[src/hw/rtl/pmm_pkg.sv]
// Shared constants, codes and types of the periodic pattern matcher.
package pmm_pkg;

  // Sizes of the stores
  localparam int MAX_PATTERN = 64;
  localparam int MAX_PERIOD  = 32;

  // Field and register widths
  localparam int BYTE_W     = 8;
  localparam int FUNC_W     = 2;
  localparam int LEN_W      = 7;
  localparam int PER_W      = 6;
  localparam int POS_W      = 32;
  localparam int RUN_W      = 6;
  localparam int IDX_W      = $clog2(MAX_PATTERN);
  localparam int RES_W      = $clog2(MAX_PERIOD);
  localparam int SWEEP_W    = IDX_W + 1;
  localparam int DIV_CNT_W  = $clog2(LEN_W);
  localparam int CFG_IDX_W  = 2;
  localparam int CFG_DATA_W = 7;

  // Saturation value of a run counter
  localparam logic [RUN_W-1:0] RUN_MAX = {RUN_W{1'b1}};

  // Reset values of the registers
  localparam logic [LEN_W-1:0] PATTERN_LENGTH_RST = LEN_W'(2);
  localparam logic [PER_W-1:0] PERIOD_LENGTH_RST  = PER_W'(1);

  // Item function codes
  typedef enum logic [FUNC_W-1:0] {
    FUNC_LOAD    = 2'd0,
    FUNC_TEXT    = 2'd1,
    FUNC_RESTART = 2'd2
  } func_e;

  // Register indexes
  typedef enum logic [CFG_IDX_W-1:0] {
    REG_PATTERN_LENGTH = 2'd0,
    REG_PERIOD_LENGTH  = 2'd1
  } cfg_reg_e;

  // Setup sequencer states
  typedef enum logic [1:0] {
    SU_LOAD,
    SU_DIVIDE,
    SU_SWEEP,
    SU_IDLE
  } setup_state_e;

  // Derived configuration seen by the datapath
  typedef struct packed {
    logic             ok;
    logic [LEN_W-1:0] m;
    logic [PER_W-1:0] p;
    logic [LEN_W-1:0] k;
    logic [LEN_W-1:0] len;
  } cfg_t;

  // One step of the compare-table rebuild
  typedef struct packed {
    logic             rd;
    logic [IDX_W-1:0] lane;
    logic [IDX_W-1:0] addr;
    logic             mask;
  } sweep_t;

  // Item held in the input register
  typedef struct packed {
    logic [FUNC_W-1:0] func;
    logic [BYTE_W-1:0] data;
    logic [IDX_W-1:0]  idx;
  } item_t;

endpackage

[src/hw/rtl/pmm_setup.sv]
// Configuration registers, quotient divider and compare-table rebuild sequencer.
module pmm_setup (
  input  logic                             clk_i,
  input  logic                             rst_ni,
  input  logic                             cfg_valid_i,
  output logic                             cfg_ready_o,
  input  logic [pmm_pkg::CFG_IDX_W-1:0]    cfg_index_i,
  input  logic [pmm_pkg::CFG_DATA_W-1:0]   cfg_data_i,
  output pmm_pkg::cfg_t                    cfg_o,
  output pmm_pkg::sweep_t                  sweep_o,
  output logic                             busy_o
);
  import pmm_pkg::*;

  setup_state_e         state_q, state_d;
  logic [LEN_W-1:0]     m_q;
  logic [PER_W-1:0]     p_q;
  logic [LEN_W-1:0]     rem_q, rem_d;
  logic [LEN_W-1:0]     quo_q, quo_d;
  logic [DIV_CNT_W-1:0] div_cnt_q, div_cnt_d;
  logic [SWEEP_W-1:0]   sweep_cnt_q, sweep_cnt_d;

  logic             cfg_wr, cfg_known;
  logic             div_load, div_step, sweep_run, sweep_issue;
  logic [LEN_W-1:0] trial;
  logic             trial_ge;
  logic [LEN_W:0]   two_p_w;
  logic [LEN_W-1:0] two_p, p_ext, kp, lane_ext, j_off;

  // Register write decode
  assign cfg_wr    = cfg_valid_i && cfg_ready_o;
  assign cfg_known = (cfg_index_i == REG_PATTERN_LENGTH) ||
                     (cfg_index_i == REG_PERIOD_LENGTH);

  always_ff @(posedge clk_i or negedge rst_ni) begin
    if (!rst_ni) begin
      m_q <= PATTERN_LENGTH_RST;
      p_q <= PERIOD_LENGTH_RST;
    end else if (cfg_wr) begin
      if (cfg_index_i == REG_PATTERN_LENGTH) begin
        m_q <= cfg_data_i[LEN_W-1:0];
      end else if (cfg_index_i == REG_PERIOD_LENGTH) begin
        p_q <= cfg_data_i[PER_W-1:0];
      end
    end
  end

  // Next state
  always_comb begin
    state_d = state_q;
    unique case (state_q)
      SU_LOAD:   state_d = SU_DIVIDE;
      SU_DIVIDE: if (div_cnt_q == DIV_CNT_W'(LEN_W - 1)) state_d = SU_SWEEP;
      SU_SWEEP:  if (sweep_cnt_q == SWEEP_W'(MAX_PATTERN)) state_d = SU_IDLE;
      SU_IDLE:   if (cfg_wr && cfg_known) state_d = SU_LOAD;
      default:   state_d = SU_LOAD;
    endcase
  end

  // State outputs
  always_comb begin
    div_load  = 1'b0;
    div_step  = 1'b0;
    sweep_run = 1'b0;
    busy_o    = 1'b1;
    unique case (state_q)
      SU_LOAD:   div_load  = 1'b1;
      SU_DIVIDE: div_step  = 1'b1;
      SU_SWEEP:  sweep_run = 1'b1;
      SU_IDLE:   busy_o    = 1'b0;
      default:   busy_o    = 1'b1;
    endcase
  end

  assign cfg_ready_o = !busy_o;
  assign sweep_issue = sweep_run && (sweep_cnt_q < SWEEP_W'(MAX_PATTERN));

  // Restoring divide of length by period, one quotient bit a cycle
  assign trial    = {rem_q[LEN_W-2:0], quo_q[LEN_W-1]};
  assign trial_ge = trial >= LEN_W'(p_q);

  always_comb begin
    rem_d       = rem_q;
    quo_d       = quo_q;
    div_cnt_d   = div_cnt_q;
    sweep_cnt_d = sweep_cnt_q;
    if (div_load) begin
      rem_d       = '0;
      quo_d       = m_q;
      div_cnt_d   = '0;
      sweep_cnt_d = '0;
    end else if (div_step) begin
      rem_d     = trial_ge ? (trial - LEN_W'(p_q)) : trial;
      quo_d     = {quo_q[LEN_W-2:0], trial_ge};
      div_cnt_d = div_cnt_q + DIV_CNT_W'(1);
    end else if (sweep_run && (sweep_cnt_q != SWEEP_W'(MAX_PATTERN))) begin
      sweep_cnt_d = sweep_cnt_q + SWEEP_W'(1);
    end
  end

  always_ff @(posedge clk_i or negedge rst_ni) begin
    if (!rst_ni) begin
      state_q     <= SU_LOAD;
      rem_q       <= '0;
      quo_q       <= '0;
      div_cnt_q   <= '0;
      sweep_cnt_q <= '0;
    end else begin
      state_q     <= state_d;
      rem_q       <= rem_d;
      quo_q       <= quo_d;
      div_cnt_q   <= div_cnt_d;
      sweep_cnt_q <= sweep_cnt_d;
    end
  end

  // Derived configuration
  assign two_p_w = (LEN_W + 1)'(p_q) << 1;
  assign two_p   = two_p_w[LEN_W-1:0];
  assign p_ext   = LEN_W'(p_q);
  assign kp      = m_q - rem_q;

  assign cfg_o.ok  = (p_q != '0) && (two_p_w <= (LEN_W + 1)'(m_q)) &&
                     (m_q <= LEN_W'(MAX_PATTERN)) && (p_q <= PER_W'(MAX_PERIOD));
  assign cfg_o.m   = m_q;
  assign cfg_o.p   = p_q;
  assign cfg_o.k   = quo_q;
  assign cfg_o.len = two_p + rem_q;

  // Map window lane to pattern byte: lane w expects offset len-1-w of u u v
  assign lane_ext = LEN_W'(sweep_cnt_q);
  assign j_off    = cfg_o.len - LEN_W'(1) - lane_ext;

  always_comb begin
    sweep_o.rd   = sweep_issue;
    sweep_o.lane = sweep_cnt_q[IDX_W-1:0];
    sweep_o.mask = lane_ext < cfg_o.len;
    priority if (j_off < p_ext) begin
      sweep_o.addr = j_off[IDX_W-1:0];
    end else if (j_off < two_p) begin
      sweep_o.addr = IDX_W'(j_off - p_ext);
    end else begin
      sweep_o.addr = IDX_W'(kp + j_off - two_p);
    end
  end

endmodule

[src/hw/rtl/pmm_pattern.sv]
// Pattern byte store and the per-lane expected-byte table of the window compare.
module pmm_pattern (
  input  logic                           clk_i,
  input  logic                           rst_ni,
  input  pmm_pkg::sweep_t                sweep_i,
  input  logic                           wr_en_i,
  input  logic [pmm_pkg::IDX_W-1:0]      wr_idx_i,
  input  logic [pmm_pkg::BYTE_W-1:0]     wr_byte_i,
  output logic [pmm_pkg::BYTE_W-1:0]     exp_o [pmm_pkg::MAX_PATTERN],
  output logic [pmm_pkg::MAX_PATTERN-1:0] mask_o
);
  import pmm_pkg::*;

  logic [BYTE_W-1:0]      mem [MAX_PATTERN];
  logic [BYTE_W-1:0]      rd_q;
  logic [IDX_W-1:0]       fill_lane_q;
  logic                   fill_v_q;
  logic [IDX_W-1:0]       map_q [MAX_PATTERN];
  logic [MAX_PATTERN-1:0] mask_q;
  logic [BYTE_W-1:0]      exp_q [MAX_PATTERN];

  // Pattern store: loads write, the rebuild reads one entry a cycle
  always_ff @(posedge clk_i) begin
    if (wr_en_i) begin
      mem[wr_idx_i] <= wr_byte_i;
    end
    if (sweep_i.rd) begin
      rd_q <= mem[sweep_i.addr];
    end
  end

  // Track the lane whose read is in flight
  always_ff @(posedge clk_i or negedge rst_ni) begin
    if (!rst_ni) begin
      fill_v_q <= 1'b0;
    end else begin
      fill_v_q <= sweep_i.rd;
    end
  end

  always_ff @(posedge clk_i) begin
    if (sweep_i.rd) begin
      fill_lane_q          <= sweep_i.lane;
      map_q[sweep_i.lane]  <= sweep_i.addr;
      mask_q[sweep_i.lane] <= sweep_i.mask;
    end
  end

  // Fill lanes during rebuild, follow pattern loads afterwards
  always_ff @(posedge clk_i) begin
    for (int w = 0; w < MAX_PATTERN; w++) begin
      if (fill_v_q && (fill_lane_q == IDX_W'(w))) begin
        exp_q[w] <= rd_q;
      end else if (wr_en_i && mask_q[w] && (map_q[w] == wr_idx_i)) begin
        exp_q[w] <= wr_byte_i;
      end
    end
  end

  assign exp_o  = exp_q;
  assign mask_o = mask_q;

endmodule

[src/hw/rtl/pmm_match.sv]
// Text window, per-residue run counters and match decision for one text item.
module pmm_match (
  input  logic                            clk_i,
  input  logic                            rst_ni,
  input  logic                            step_i,
  input  logic [pmm_pkg::FUNC_W-1:0]      func_i,
  input  logic [pmm_pkg::BYTE_W-1:0]      byte_i,
  input  pmm_pkg::cfg_t                   cfg_i,
  input  logic [pmm_pkg::BYTE_W-1:0]      exp_i [pmm_pkg::MAX_PATTERN],
  input  logic [pmm_pkg::MAX_PATTERN-1:0] mask_i,
  output logic                            res_valid_o,
  output logic                            match_o,
  output logic [pmm_pkg::POS_W-1:0]       start_o
);
  import pmm_pkg::*;

  logic [BYTE_W-1:0]      win_q [MAX_PATTERN];
  logic [BYTE_W-1:0]      win_n [MAX_PATTERN];
  logic [RUN_W-1:0]       run_q [MAX_PERIOD];
  logic [POS_W-1:0]       pos_q, pos_n;
  logic [RES_W-1:0]       res_q, res_n, r;
  logic [MAX_PATTERN-1:0] lane_ok;
  logic                   hit, chk, is_text, is_restart;
  logic [RUN_W-1:0]       run_cur, run_n;
  logic [PER_W-1:0]       r_inc;

  assign is_text    = func_i == FUNC_TEXT;
  assign is_restart = func_i == FUNC_RESTART;

  // Shift the new byte in at lane zero
  always_comb begin
    win_n[0] = byte_i;
    for (int w = 1; w < MAX_PATTERN; w++) begin
      win_n[w] = win_q[w-1];
    end
  end

  // Compare every lane in use against u u v
  always_comb begin
    for (int w = 0; w < MAX_PATTERN; w++) begin
      lane_ok[w] = !mask_i[w] || (win_n[w] == exp_i[w]);
    end
  end
  assign hit = &lane_ok;

  // Run counter update for the current residue
  assign pos_n   = pos_q + POS_W'(1);
  assign chk     = cfg_i.ok && (pos_n >= POS_W'(cfg_i.len));
  assign r       = (PER_W'(res_q) >= cfg_i.p) ? '0 : res_q;
  assign run_cur = run_q[r];
  assign run_n   = !hit ? '0 : ((run_cur == RUN_MAX) ? run_cur : run_cur + RUN_W'(1));
  assign r_inc   = PER_W'(r) + PER_W'(1);
  assign res_n   = (r_inc >= cfg_i.p) ? '0 : r_inc[RES_W-1:0];

  // Result of this item
  assign res_valid_o = is_text && chk && (pos_n >= POS_W'(cfg_i.m));
  assign match_o     = LEN_W'(run_n) >= (cfg_i.k - LEN_W'(1));
  assign start_o     = pos_n - POS_W'(cfg_i.m);

  // Advance or clear text state
  always_ff @(posedge clk_i or negedge rst_ni) begin
    if (!rst_ni) begin
      pos_q <= '0;
      res_q <= '0;
      for (int w = 0; w < MAX_PATTERN; w++) win_q[w] <= '0;
      for (int i = 0; i < MAX_PERIOD; i++) run_q[i] <= '0;
    end else if (step_i && is_restart) begin
      pos_q <= '0;
      res_q <= '0;
      for (int w = 0; w < MAX_PATTERN; w++) win_q[w] <= '0;
      for (int i = 0; i < MAX_PERIOD; i++) run_q[i] <= '0;
    end else if (step_i && is_text) begin
      pos_q <= pos_n;
      win_q <= win_n;
      if (chk) begin
        run_q[r] <= run_n;
        res_q    <= res_n;
      end
    end
  end

endmodule

[src/hw/rtl/periodic_pattern_matcher.sv]
// Top level of the periodic pattern matcher: input register, datapath and output register.
//
//  channel | direction | handshake                  | payload
//  --------+-----------+----------------------------+------------------------------------
//  in      | sink      | in_valid_i / in_stall_o    | func_i, data_byte_i, pattern_index_i
//  out     | source    | out_valid_o / out_stall_i  | match_found_o, start_position_o
//  cfg     | sink      | cfg_valid_i / cfg_ready_o  | cfg_index_i, cfg_data_i
//
// Items are taken one per cycle while the input is not stalled; an accepted item is held in
// the input register, and any result it gives is loaded into the output register when it
// leaves that register. After reset and after each write to a known register the input
// stalls for setup: a load, the divider steps for length/period, then the rebuild of the
// per-lane expected-byte table from the pattern store through its single read port.
// A stalled output holds the input register, which then stalls the input side.
module periodic_pattern_matcher (
  input  logic                             clk_i,
  input  logic                             rst_ni,
  input  logic                             in_valid_i,
  output logic                             in_stall_o,
  input  logic [pmm_pkg::FUNC_W-1:0]       func_i,
  input  logic [pmm_pkg::BYTE_W-1:0]       data_byte_i,
  input  logic [pmm_pkg::IDX_W-1:0]        pattern_index_i,
  output logic                             out_valid_o,
  input  logic                             out_stall_i,
  output logic                             match_found_o,
  output logic [pmm_pkg::POS_W-1:0]        start_position_o,
  input  logic                             cfg_valid_i,
  output logic                             cfg_ready_o,
  input  logic [pmm_pkg::CFG_IDX_W-1:0]    cfg_index_i,
  input  logic [pmm_pkg::CFG_DATA_W-1:0]   cfg_data_i
);
  import pmm_pkg::*;

  cfg_t                   cfg;
  sweep_t                 sweep;
  logic                   busy;
  logic [BYTE_W-1:0]      exp_b [MAX_PATTERN];
  logic [MAX_PATTERN-1:0] mask;

  item_t             s1_q;
  logic              s1_v_q;
  logic              accept, adv, out_load;
  logic              res_valid, res_match;
  logic [POS_W-1:0]  res_start;
  logic              out_v_q, match_q;
  logic [POS_W-1:0]  start_q;

  // Handshake
  assign out_load   = !out_v_q || !out_stall_i;
  assign adv        = s1_v_q && out_load;
  assign in_stall_o = busy || (s1_v_q && !adv);
  assign accept     = in_valid_i && !in_stall_o;

  // Input register
  always_ff @(posedge clk_i or negedge rst_ni) begin
    if (!rst_ni) begin
      s1_v_q <= 1'b0;
    end else if (accept) begin
      s1_v_q <= 1'b1;
    end else if (adv) begin
      s1_v_q <= 1'b0;
    end
  end

  always_ff @(posedge clk_i) begin
    if (accept) begin
      s1_q.func <= func_i;
      s1_q.data <= data_byte_i;
      s1_q.idx  <= pattern_index_i;
    end
  end

  pmm_setup u_setup (
    .clk_i       (clk_i),
    .rst_ni      (rst_ni),
    .cfg_valid_i (cfg_valid_i),
    .cfg_ready_o (cfg_ready_o),
    .cfg_index_i (cfg_index_i),
    .cfg_data_i  (cfg_data_i),
    .cfg_o       (cfg),
    .sweep_o     (sweep),
    .busy_o      (busy)
  );

  pmm_pattern u_pattern (
    .clk_i     (clk_i),
    .rst_ni    (rst_ni),
    .sweep_i   (sweep),
    .wr_en_i   (adv && (s1_q.func == FUNC_LOAD)),
    .wr_idx_i  (s1_q.idx),
    .wr_byte_i (s1_q.data),
    .exp_o     (exp_b),
    .mask_o    (mask)
  );

  pmm_match u_match (
    .clk_i       (clk_i),
    .rst_ni      (rst_ni),
    .step_i      (adv),
    .func_i      (s1_q.func),
    .byte_i      (s1_q.data),
    .cfg_i       (cfg),
    .exp_i       (exp_b),
    .mask_i      (mask),
    .res_valid_o (res_valid),
    .match_o     (res_match),
    .start_o     (res_start)
  );

  // Output register
  always_ff @(posedge clk_i or negedge rst_ni) begin
    if (!rst_ni) begin
      out_v_q <= 1'b0;
    end else if (out_load) begin
      out_v_q <= adv && res_valid;
    end
  end

  always_ff @(posedge clk_i) begin
    if (adv && res_valid) begin
      match_q <= res_match;
      start_q <= res_start;
    end
  end

  assign out_valid_o      = out_v_q;
  assign match_found_o    = match_q;
  assign start_position_o = start_q;

`ifndef NO_ASSERTIONS
  a_out_from_item : assert property (@(posedge clk_i) disable iff (!rst_ni)
    $rose(out_v_q) |-> $past(adv))
    else $error("result appeared without an item leaving the input register");

  a_s1_hold : assert property (@(posedge clk_i) disable iff (!rst_ni)
    (s1_v_q && !adv) |=> s1_v_q)
    else $error("held item dropped from the input register");

  a_no_result_non_text : assert property (@(posedge clk_i) disable iff (!rst_ni)
    (adv && (s1_q.func != FUNC_TEXT)) |=> !out_v_q)
    else $error("non-text item produced a result");

  a_busy_empty_pipe : assert property (@(posedge clk_i) disable iff (!rst_ni)
    $rose(busy) && !$past(cfg_valid_i) |-> !s1_v_q)
    else $error("setup started without a register write while an item was held");
`endif

endmodule

[config.mk]
export PLATFORM = sky130hd
export DESIGN_NAME = periodic_pattern_matcher
export DESIGN_NICKNAME = d
export VERILOG_FILES = /design/src/hw/rtl/pmm_pkg.sv /design/src/hw/rtl/pmm_setup.sv /design/src/hw/rtl/pmm_pattern.sv /design/src/hw/rtl/pmm_match.sv /design/src/hw/rtl/periodic_pattern_matcher.sv
export SDC_FILE = /design/constraint.sdc
export NUM_CORES = 2
export LEC_CHECK = 0
export BUFFER_PORTS_ARGS = -buffer_cell sky130_fd_sc_hd__buf_2
export CORE_MARGIN = 2
export CORE_UTILIZATION = 30
export CTS_CLUSTER_SIZE = 10
export DETAILED_ROUTE_END_ITERATION = 8
export REMOVE_ABC_BUFFERS = 1
export SLEW_MARGIN = 20
export SYNTH_ARGS = -nofsm -noshare
export SYNTH_HDL_FRONTEND = slang
export SYNTH_HIERARCHICAL = 1
export SYNTH_SLANG_ARGS = --single-unit
[constraint.sdc]
create_clock -name clk_i -period 7.5 [get_ports clk_i]
set_input_delay 0.75 -clock clk_i [delete_from_list [all_inputs] [get_ports clk_i]]
set_output_delay 0.75 -clock clk_i [all_outputs]
set_load 0.005 [all_outputs]
======== Yosys cells after proc, flatten, opt, wreduce, memory -nomap -nowiden ========
Memories as Yosys holds them, arrays and structs flattened. A register that Yosys moved wholly into a read port is not among the register bits.
Index checks and enable logic that the tools add are counted.
word-level totals
  word-level logic and storage cells ...... 1022
  bits in writable memories ............... 896
  memories kept ........................... 2
  flip-flop bits (word level) ............. 1406
  input port bits ......................... 30
  output and inout port bits .............. 36
memory list
  memory           depth  bits a word  rd ports  clocked after memory_dff  wr ports  RTL line           RTL
  u_pattern.mem    64     8            1         1                         1         pmm_pattern.sv:14  logic [BYTE_W-1:0] mem [MAX_PATTERN];
  u_pattern.map_q  64     6            64        0                         1         pmm_pattern.sv:18  logic [IDX_W-1:0] map_q [MAX_PATTERN];
cells by class
  multiplexer cells ....................... 177
  equal/unequal tests ..................... 205
  reductions and logical operators ........ 426
  add/sub/neg operators ................... 15
  bitwise gates (word level) .............. 2
  $lt $le $gt $ge ......................... 17
operators by type and width
  kind                                           number
  two-way mux 512 bit                            2
  two-way mux 8 bit                              128
  two-way mux 192 bit                            3
  == test 8 bit                                  64
  == test 6 bit                                  64
  logical AND 1 bit                              211
  == test 6 bit, second input constant           33
  bitwise mux 192 bit                            1
  nonzero test 2 bit                             69
  == test 6 x 5 -> 1 bit, second input constant  16
  zero test 1 bit                                68
  logical OR 1 bit                               67
  bitwise mux 64 bit                             1
  >= comparator 32 x 7 -> 1 bit                  2
  two-way mux 32 bit                             2
  AND reduction 64 bit                           1
  two-way mux 7 bit                              8
  == test 6 x 4 -> 1 bit, second input constant  8
  two-way mux 6 bit                              7
  adder 32 x 1 -> 32 bit, second input constant  1
  subtractor 32 x 7 -> 32 bit                    1
  binary-select mux 6 bit (select 5 bit)         1
  demux 6 bit (select 5 bit)                     1
  two-way mux 5 bit                              5
  46 further kinds                               78

======== Depth between registers and ports, before layout ========
  depth after elaboration ................. 13
  depth in mapped cells ................... 29
  gate-level depth less buffers ........... 23

======== By module ========
Netlist, hierarchy kept.
by module, submodules not included
  module                    sequential area each (um^2)  instances  area an instance (um^2)  cells each
  pmm_pattern               44647.8                      1          61306.3                  3462
  pmm_match                 18342.6                      1          36850.3                  3370
  pmm_setup                 978.4                        1          3892.5                   436
  periodic_pattern_matcher  1521.5                       1          1589.0                   63

======== Worst setup path before layout ========
OpenSTA, ideal clock, no wires.
  path kind ............................... register to register
  start point ............................. reg u_setup.p_q[1]
  end point ............................... reg u_pattern.rd_q[0], read port of u_pattern.mem (data pin)
  path buffers ............................ 4
  data arrival time ....................... 7.705 ns
  path slack .............................. -0.480 ns
  data required time ...................... 7.226 ns
  cell stages (with the launch flop) ...... 26
  clock period less this slack ............ 7.980 ns
  setup time .............................. 0.274 ns
  path through ............................ dfrtp_1 > inv_1 > ha_1 > a21o_1 > a21oi_1 > o21bai_1 > a21oi_1 > xor2_1 > inv_1 > ha_1 > inv_1 > a2111o_1 > o311ai_2 > ha_1 > a21oi_1 > o21ai_0 > buf_2 > nor2_1 > a21oi_1 > o21ai_0 > clkbuf_1 > clkbuf_1 > clkbuf_1 > nand2_1 > o221ai_1 > o311ai_1
RTL lines
  what                    RTL line           RTL
  start, declared         pmm_setup.sv:17    logic [PER_W-1:0] p_q;
  start signal, assigned  pmm_setup.sv:43    p_q <= cfg_data_i[PER_W-1:0];
  end, declared           pmm_pattern.sv:15  logic [BYTE_W-1:0] rd_q;

======== Worst setup path after layout ========
  start point ............................. reg u_setup.p_q[3]
  end point ............................... reg match_q (netlist: match_found_o) (data pin)
on the way
  longest elaborated chain between the ends .. 10
  elaborated cells on any way between the ends .. 11
  classes of those cells .................. add/sub (1); order compare (2); eq/ne (1); mux (6); bitwise (1)
ends and longest elaborated chain
  what                                                     RTL line                         RTL
  >= comparator 5 x 6 -> 1 bit *                           pmm_match.sv:49                  assign r = (PER_W'(res_q) >= cfg_i.p) ? '0 : res_q;
  two-way mux 5 bit *                                      pmm_match.sv:49
  NOT 5 -> 6 bit (implied by the code) *                   pmm_match.sv:50                  assign run_cur = run_q[r];
  binary-select mux 6 bit (select 5 bit) *                 pmm_match.sv:50
  two-way mux 6 bit (implied by the code) * (2 in series)  pmm_match.sv:50
  adder 6 x 1 -> 6 bit or == test 6 bit (tied branches)    pmm_match.sv:51                  assign run_n = !hit ? '0 : ((run_cur == RUN_MAX) ? run_cur : run_cur + RUN_W'(1));
  two-way mux 6 bit * (2 in series)                        pmm_match.sv:51
  >= comparator 6 x 7 -> 1 bit *                           pmm_match.sv:57                  assign match_o = LEN_W'(run_n) >= (cfg_i.k - LEN_W'(1));
  net res_match                                            periodic_pattern_matcher.sv:43   logic res_valid, res_match;
  end signal, assigned                                     periodic_pattern_matcher.sv:121  match_q <= res_match;
  end, declared                                            periodic_pattern_matcher.sv:45   logic out_v_q, match_q;
Mark *: on every way through the listed nets, which the timed path passes. The rest lies on a longest branch. The select of a mux whose other input is x is not followed.
A chain may end at the register's enable or synchronous reset.

==> results.md <==
- The flow ran to the end, and the final reports show no timing, DRC or antenna violations.
- The adder-cell area share of the yosys netlist is 1.42%.
- After Yosys synthesis, and, or, nand and nor cells account for 6.70% of the synthesized area.
- In this run the tightest slew margin relative to its limit is 17.2%.
- STA puts the critical path data required time at 8.08 ns.
- The post-route clock period utilization is 86.8%.
- The proportion of layout cells with a drive suffix above 1 is 16.9%.
- Clock-pin slew was measured on the worst setup and hold paths at 0.06 ns.
- The mapped netlist covers 104000 um2.
- In this run the power density over the cells is 374 nW/um2.
- The leakage power figure is 40.9 nW.
- In this run, synthesis inferred 1535 flip-flops with an integrated enable.
- The number of cells on the worst reg-to-reg path is 21.
- The number of slew-limit violations in the final report is 0.
- The final-report setup violation count is 0.
- The worst-margin pin slew is 1.24 ns.
- The achievable frequency is 0.154 GHz.
- The share of flip-flops with an asynchronous set or reset is 33.5%.
- The number of global-route vias before repair is 65354.
- For hold timing, the worst endpoint is s1_q[1].
- The floorplan step defined a core boundary enclosing 344000 um2.
- The total of cells resized after clock tree synthesis is 0.
- The final instance area is 117000 um2.
- For this run, the post-layout net count is 7497.
- The commonest non-fill, non-tap cell in the layout is sky130_fd_sc_hd__edfxtp_1.
- The number of setup buffers added after CTS is 0.
- The first global-routing pass estimated 446000 um of wire.
- The clock reaches the later pin of the worst-skew pair after 0.87 ns.
- Multiplexer cells account for 9.31% of the synthesized area.
- The total overflow left after global routing is 0.
- The remaining antenna violation count after routing is 0.
- Counting the fill cells in the layout gives 32879.
- The via count is 64907.
- The worst register-to-register path has a setup slack of 0.99 ns.
- The number of rows in the core area is 215.
- Across the routed clock network, the largest skew measured is 0.0575 ns.
- The critical path's largest stage delay is 0.97 ns.
- Yosys printed 6 warnings.
- Timing analysis after detailed placement gives a worst setup slack of 1.08 ns.
- The startpoint class of the critical path is a flip-flop.
- The initial utilization of the core area, before any placement, comes to 30.2%.
- The first TritonRoute pass finished after 6 iterations.
- The die footprint is 350000 um2.
- The routed wirelength normalized by instance count is 25.0 um.
- The startpoint identified for the worst hold timing path is pattern_index_i[1].
- The critical-path maximum fanout is 25.
- Traced cell by cell, the critical path runs through inv_1 > ha_1 > nand4_2 > o21ai_2 > nor2_1 > inv_1 > a22oi_1 > nor4_2 > nand3_1 > nor4b_4 > nand2_1 > a21boi_4 > ha_1 > nand2b_1 > a21o_1 > a21oi_1 > nor2b_1 > o21ai_0 > nand2b_1 > a21oi_1 > nor2_1.
- In this run the number of H-tree levels came out at 5.
- For this run, the leading register cell type out of synthesis is sky130_fd_sc_hd__edfxtp_1.
- The violation count after the first detailed-routing iteration is 7240.
- Leaving out fill and tap cells, the most frequent cells in the layout are 1535 x sky130_fd_sc_hd__edfxtp_1, 819 x sky130_fd_sc_hd__xnor2_1, 771 x sky130_fd_sc_hd__dfrtp_1, 537 x sky130_fd_sc_hd__mux2_2, 521 x sky130_fd_sc_hd__a22o_1.
- The count of endpoints failing hold in the final timing report is 0.
- Global routing used 16.9% of the available tracks across all layers.
- The tool flagged a number of max-cap violations equal to 0.
- Setup repair after global routing left no endpoint under its margin.
- The library cell used as clock root buffer is sky130_fd_sc_hd__clkbuf_16.
- The sequential cell area is 65500 um2.
- The sequential area share after synthesis is 63.2%.
- The total placed instance area is 109000 um2.
- Using the TritonRoute via totals, the vias-per-cell ratio works out to 5.36.
- Counting instances, the worst hold path has a depth of 1.
- The share of the synthesized area in compound gates (AO/OA/AOI/OAI) is 8.79%.
- The setup TNS after final layout is 0 ns.
- The tightest min-delay check is of the in -> reg type.
- In this run the critical register-to-register path is launched from u_setup/p_q[3].
- In this run, synthesis produced a sequential element count of 2310.
- The critical path is of the reg -> reg type.
- The final estimated routing congestion in global placement is 0.931.
- The maximum number of buffers from clock root to sink is 4.
- The TritonCTS buffer count is 281.
- IR analysis of the VDD net gives a maximum drop of 0.000758 V.
- The wire length reported by the detailed router is 303000 um.
- The placed wire-length estimate is 181000 um.
- After synthesis, the largest family of logic cells by area is multiplexers.
- The clock tree from TritonCTS is yes.
- The number of hold-repair buffers added at the cts stage is 1.
- The endpoint of the worst-slack reg-to-reg timing path is match_found_o.
- The initial antenna violation count came to 24.
- At the end of the flow the core is filled with cells to 34.1%.
- STA puts the critical path data arrival time at 7.09 ns.
- The height of the chip is 592 um.
- Counting every instance in the synthesized netlist gives 7331.
- Summing the areas of all xor and xnor instances in the mapped netlist gives 8.30% of the synthesized area.
- The synthesized netlist contains 105 unique library cells.
- The count of buffers added on input and output ports is 65.
- The number of design rule violations left after detail routing is 0.
- The library cell contributing the largest single delay on the critical path is sky130_fd_sc_hd__o21ai_2.
- The synthesis-to-layout area growth is 13.2%.
- The multi-input gate area in the final layout is 35900 um2.
- From left edge to right edge, the die measures 592 um.
- The clock drives 2310 sinks.
- Setup slack closes at 0.989 ns.
- Entering global routing, the biggest net connects 159 pins.
- The number of placed I/O pins is 66.
- The worst setup path is captured at a flip-flop.
- The routed design could run at a clock period as short as 6.51 ns.
- The average instance in the mapped netlist occupies 14.1 um2.
-- Yosys cell counts, types with 159 or more instances --
cell	number	area (um2)
sky130_fd_sc_hd__o21ai_0	366	1830
sky130_fd_sc_hd__dfrtp_1	773	19300
sky130_fd_sc_hd__a22o_1	521	4560
sky130_fd_sc_hd__edfxtp_1	1535	46100
sky130_fd_sc_hd__mux2_2	537	6050
sky130_fd_sc_hd__nor2_1	289	1080
sky130_fd_sc_hd__nand3_1	266	1330
sky130_fd_sc_hd__nand2_1	296	1110
sky130_fd_sc_hd__xnor2_1	819	7170
sky130_fd_sc_hd__nand4_1	229	1430
sky130_fd_sc_hd__xor2_1	159	1390
sky130_fd_sc_hd__clkbuf_1	309	1160
-- per-layer routing --
layer / track usage [%] / vias up / part of all wire, %
met2: 26.7 / 2990 / 46
met5: 0 / - / 0.034
li1: - / 27664 / -
met1: 23.2 / 33654 / 43
met4: 5.66 / 12 / 3.4
met3: 3.39 / 587 / 8.3
-- state kept, by name, indices dropped and copies added, names as in the netlist, 2 cells and up --
name / flops
u_pattern/exp_o: 512
u_pattern/mask_o: 64
u_match/pos_q: 32
s1_q: 16
u_setup/lane_ext: 7
u_setup/div_cnt_q: 3
u_setup/quo_q: 7
u_setup/m_q: 7
u_pattern/mem: 512
u_setup/p_q: 6
u_pattern/map_q: 384
start_position_o: 32
u_pattern/fill_lane_q: 6
u_setup/state_q: 2
u_match/run_q: 192
u_match/win_n: 504
u_setup/rem_q: 7
u_pattern/rd_q: 8
u_match/res_q: 5
-- kinds of logic after synthesis --
group                      after synthesis
muxes                                  728
buffers and inverters                  563
and+or+nand+nor                       1385
AOI/OAI and AO/OA                     1256
DFF                                   2310
adders and majority gates              109
xor gates and xnor gates               980
-- layout make-up --
| class | count | share of cell area [%] |
|---|---|---|
| antenna | 10 | 0.0213 |
| multi-input combinational | 4458 | 30.6 |
| timing repair buffer | 206 | 1.46 |
| clock buffer | 435 | 6.63 |
| inverter | 101 | 0.323 |
| clock inverter | 25 | 0.235 |
| sequential | 2310 | 55.8 |
| tap | 4557 | 4.86 |
-- critical path: cells and delay by family (launching register included) --
kind                       cells  cell delay (ns)
adders and majority gates      2             0.75
buffers and inverters          2             0.47
AOI/OAI and AO/OA              7             2.40
and+or+nand+nor               10             2.16
DFF                            1             0.48
-- worst max path at each step --
stage | from | to | slack, ns | depth (start not counted)
global route | u_setup/p_q[3] | match_found_o | 0.59 | 21
finish | u_setup/p_q[3] | match_found_o | 0.99 | 21
CTS | u_setup/p_q[1] | u_pattern/rd_q[1] | 1.11 | 24
floorplan | out_stall_i | u_match/pos_q[1] | -48.18 | 5
global placement | u_setup/p_q[3] | match_found_o | 1.02 | 21
detailed placement | u_setup/p_q[0] | u_pattern/rd_q[1] | 1.08 | 20
-- power by group --
group          internal (mW)  total [mW]  switching [mW]
clock network           7.17        12.3            5.12
registers               15.9        16.0          0.0656
logic                   5.04        15.6            10.6
total                   28.1        43.9            15.8
-- per-stage QoR --
stage | cells | hold WS [ns] | power, mW
final | 12102 | 0.0960 | 43.9
after global routing | 12094 | 0.0558 | 45.4
after CTS | 12091 | 0.0435 | 44.0
after detailed placement | 11630 | 0.471 | 31.7
after global placement | 11629 | 0.467 | 31.4
after floorplan | 6869 | 0.444 | 22.0
(Power assumes the default switching activity.)
